==> src/cset_pkg.sv <==
// Package of the call stack profiler: sizes, codes, item and control types.
// No dependencies.
package cset_pkg;

	localparam int NUM_FUNCS   = 256;
	localparam int STACK_DEPTH = 64;

	localparam int FUNC_W  = 8;
	localparam int TIME_W  = 32;
	localparam int SIDX_W  = (STACK_DEPTH > 1) ? $clog2(STACK_DEPTH) : 1;
	localparam int CNT_W   = $clog2(STACK_DEPTH + 1);
	localparam int FADDR_W = (NUM_FUNCS > 1) ? $clog2(NUM_FUNCS) : 1;

	localparam logic [TIME_W-1:0] TIME_MAX = {TIME_W{1'b1}};

	localparam logic CMD_START = 1'b0;
	localparam logic CMD_END   = 1'b1;

	localparam logic [1:0] STAT_PUSHED  = 2'd0;
	localparam logic [1:0] STAT_MATCHED = 2'd1;
	localparam logic [1:0] STAT_IGNORED = 2'd2;
	localparam logic [1:0] STAT_FULL    = 2'd3;

	typedef logic [1:0] alu_op_t;
	localparam alu_op_t ALU_DUR  = 2'd0;
	localparam alu_op_t ALU_SUBF = 2'd1;
	localparam alu_op_t ALU_ADDS = 2'd2;

	typedef struct packed {
		logic              command;
		logic [FUNC_W-1:0] func_id;
		logic [TIME_W-1:0] timestamp;
	} evt_item_t;

	typedef struct packed {
		logic [1:0]        status;
		logic [FUNC_W-1:0] result_func;
		logic [TIME_W-1:0] call_exclusive;
		logic [TIME_W-1:0] func_total;
	} res_item_t;

	typedef struct packed {
		alu_op_t           op;
		logic [TIME_W-1:0] a;
		logic [TIME_W-1:0] b;
	} alu_req_t;

	typedef struct packed {
		logic [FUNC_W-1:0] func;
		logic [TIME_W-1:0] start;
		logic [TIME_W-1:0] child;
	} stk_word_t;

endpackage

==> src/cset_alu.sv <==
// Shared saturating arithmetic unit: duration, floored subtract, saturating add.
// Depends on cset_pkg.
module cset_alu
	import cset_pkg::*;
(
	input  alu_req_t          req,
	output logic [TIME_W-1:0] y
);

	logic [TIME_W:0]   sum;
	logic [TIME_W-1:0] diff;

	assign sum  = {1'b0, req.a} + {1'b0, req.b};
	assign diff = req.a - req.b;

	always_comb begin
		unique case (req.op)
			ALU_DUR: begin
				if (req.a < req.b) begin
					y = '0;
				end else if (diff == TIME_MAX) begin
					y = TIME_MAX;
				end else begin
					y = diff + TIME_W'(1);
				end
			end
			ALU_SUBF: begin
				y = (req.a > req.b) ? diff : '0;
			end
			ALU_ADDS: begin
				y = sum[TIME_W] ? TIME_MAX : sum[TIME_W-1:0];
			end
			default: begin
				y = '0;
			end
		endcase
	end

endmodule

==> config.mk <==
export PLATFORM = sky130hd
export DESIGN_NAME = cset_alu
export DESIGN_NICKNAME = d
export VERILOG_FILES = /design/src/cset_pkg.sv /design/src/cset_alu.sv
export SDC_FILE = /design/constraint.sdc
export NUM_CORES = 1
export LEC_CHECK = 0
export BUFFER_PORTS_ARGS = -buffer_cell sky130_fd_sc_hd__buf_2
export CAP_MARGIN = 20
export CORE_ASPECT_RATIO = 0.5
export CORE_MARGIN = 1.5
export CORE_UTILIZATION = 27
export DETAILED_ROUTE_END_ITERATION = 8
export PLACE_DENSITY = 0.41
export SLEW_MARGIN = 20
export SYNTH_ARGS = -nofsm -noshare
export SYNTH_HDL_FRONTEND = slang
export SYNTH_SLANG_ARGS = --single-unit
==> constraint.sdc <==
create_clock -name vclk -period 6.1
set_input_delay 0.305 -clock vclk [all_inputs]
set_output_delay 0.305 -clock vclk [all_outputs]
set_load 0.005 [all_outputs]
==> out/metrics.cfg <==
[min_path]
hold_path.class = input pin to primary output
holdPathEnd = y[24]
whs_path_depth = 4
worstHoldStart = req[65]

[sta]
setup_viol = 0
fin_crit_ns = 5.28
rsz0062_at_grt = false
clock.fmax_mhz = 189
worstMarginPinSlew_ns = 1.02
finalHoldViolations = 0
slew_headroom_pct = 31.3
worst_slack_ns = 0.818
post-route-period-util_pct = 86.6
final-max-slew-violation-count = 0
final.setup.tns_ns = 0
holdWs_ns = 1.05

[pwr]
p_leak_nw = 2.76
p_per_area_nw_per_um2 = 116
ir_worst_vdd_uv = 29.6

[routing]
drt_iter0_markers = 566
vias_per_cell = 5.65
wl_microns = 22600
routedWlPerCell_microns = 18.9
drt_pass1_iterations = 5
dr_total_vias = 6746
ant_nets = 0
drc = 0

[outcome]
status = complete, no violations

[floorplan]
coreArea_sq_um = 19800
dieArea_sq_um = 21500
die_h_microns = 104
io_pins = 98
start_util_pct = 28.0
rows = 36
die-width_microns = 206

[synthesis]
yosysWarnings = 0
yosys.area.top_type_share_pct = 14.7
yosys.area.top_type = ha_1
synth_seq_area_share_pct = 0
ys_types = 84
synth_area_sq_um = 5550
avgSynthCellArea_sq_um = 6.36
synth_area_leaders = ha_1 15%, a21oi_1 8.6%, o21ai_0 7.0%
syn_inst = 872
synth_nets = 1005

[worst_setup_path]
end_kind = primary output
cp.required_ns = 5.79
worstPathMaxFanout = 23
critPathLaunchType = input pin
crit_chain = buf_2 -> inv_1 -> ha_1 -> inv_1 -> fa_1 -> a21o_1 -> a221oi_1 -> o21a_1 -> o221a_2 -> xnor2_1 -> nand4_2 -> or4_4 -> nor4_4 -> buf_4 -> nand2_1 -> o2111ai_1 -> buf_2
critPathKind = input pin to primary output
crit_path_max_incr_delay_ns = 0.71
critPathArrivalTime_ns = 4.98
crit_path_top_delay_cell = or4_4

[global_routing]
antenna_found_initial = 0
grt_first_pass_wirelength_microns = 34900
grt_use_total_pct = 20.2
grt_pass1_vias = 6025
grt-ovfl-total = 0
grt_max_degree = 27

[finish]
fin_cells = 1195
area_growth_syn_to_layout_pct = 11.6
multi_input_area_sq_um = 5050
fill_cells = 2240
ff_latch_area_sq_um = 0
drive_gt1_share_pct = 15.3
design_area_sq_um = 6190
clock_buffers = 0
antennaDiodeCount = 0
nets = 1064
seq_cell_count = 0

[placed_design]
portBuffers = 98
place_inst = 1195
dpl-instance-area_sq_um = 6190
pre_cts_ws_ns = 0.879
finalWeightedCongestion = 0.922
dp_hpwl_microns = 18700

[clocking]
cts_resized = 0
ctsHoldBuffers = 0
post_cts_buffers = 0

[flow_run]
cap_violations = 0

-- how the worst max path moves through the flow --
stage	end	from	cells past startpoint	slack, ns
after floorplan	y[31]	req[32]	15	2.01
after global placement	y[25]	req[32]	17	0.87
after detailed placement	y[23]	req[32]	17	0.88
after CTS	y[23]	req[32]	17	0.88
after global routing	y[23]	req[32]	17	0.47
final	y[23]	req[32]	17	0.82
-- cell type report --
type | instances | share of cell area, %
Tap cell | 266 | 5.38
Inverter | 73 | 4.43
Timing Repair Buffer | 104 | 8.65
Multi-Input combinational cell | 752 | 81.5
-- cells in the mapped netlist (12+ instances only) --
cell and instances:
o211ai_1 13, nor3_1 32, a211oi_1 12, inv_1 73, a21oi_1 95, o21a_1 13
nand3_1 25, and3_1 13, nand2_1 58, o21ai_0 78, a22oi_1 12, nor2_1 81
clkbuf_1 26, a21o_1 15, buf_2 12, ha_1 65, xnor2_1 36, nor4_1 17
-- layer usage --
metal	routed length, microns	track usage (%)	share of wire, %
met1	11600	32.9	51
met2	9040	28.8	40
met3	1820	1.41	8.1
met4	194	2.09	0.86
met5	0	0	0
-- cells in the final DEF (no fill, tap or decap), types with 4 or more instances in the layout --
cell	count
inv_1	73
or2_2	4
buf_2	98
o22ai_1	6
nor3_1	32
buf_4	6
a31oi_1	6
nand2b_1	10
o2111ai_1	6
o21bai_1	10
a211oi_1	11
nor2_1	81
a21oi_1	94
o311ai_0	4
xnor2_1	36
o211a_1	4
and3_1	13
ha_1	65
nand3_1	25
or4_1	4
o21ai_1	6
nand2_1	58
nand4_1	8
o31ai_1	5
o21ai_0	78
a22oi_1	12
nor4_1	17
xor2_1	10
o21ba_2	4
a21o_1	15
o21a_1	13
and2_1	6
o211ai_1	13
or3_1	9
nor2b_1	7
-- logic make-up (layout without fill, tap and decap cells) --
logic type,Yosys count,after routing,synth area share (%)
buffers and inverters,120,177,9.14
AND/OR/NAND/NOR,298,298,27.7
XOR/XNOR,46,46,7.26
adder cells (fa/ha/maj),67,67,15.4
AO/OA/AOI/OAI,337,337,39.8
multiplexers,4,4,0.744
-- per-stage QoR --
| step | utilization [%] | power, mW |
|---|---|---|
| 2_1_floorplan | - | 0.489 |
| 3_3_place_gp | 31.3 | 0.710 |
| 3_5_place_dp | 31.3 | 0.707 |
| 4_1_cts | 31.3 | 0.711 |
| 5_1_grt | 31.3 | 0.789 |
| 6_report | 31.3 | 0.717 |
-- worst max-delay path: cells and delay by family --
family | cells | cell delay, ns
XOR/XNOR | 1 | 0.34
AND/OR/NAND/NOR | 4 | 1.51
buffers and inverters | 5 | 0.69
adder cells (fa/ha/maj) | 2 | 0.58
AO/OA/AOI/OAI | 5 | 1.56
-- where the power goes --
part	switching [mW]	total [mW]	internal [mW]
Clock	0	0	0
Combinational	0.457	0.717	0.260
Sequential	0	0	0
Total	0.457	0.717	0.260
Power figures use the tool's default switching activity.
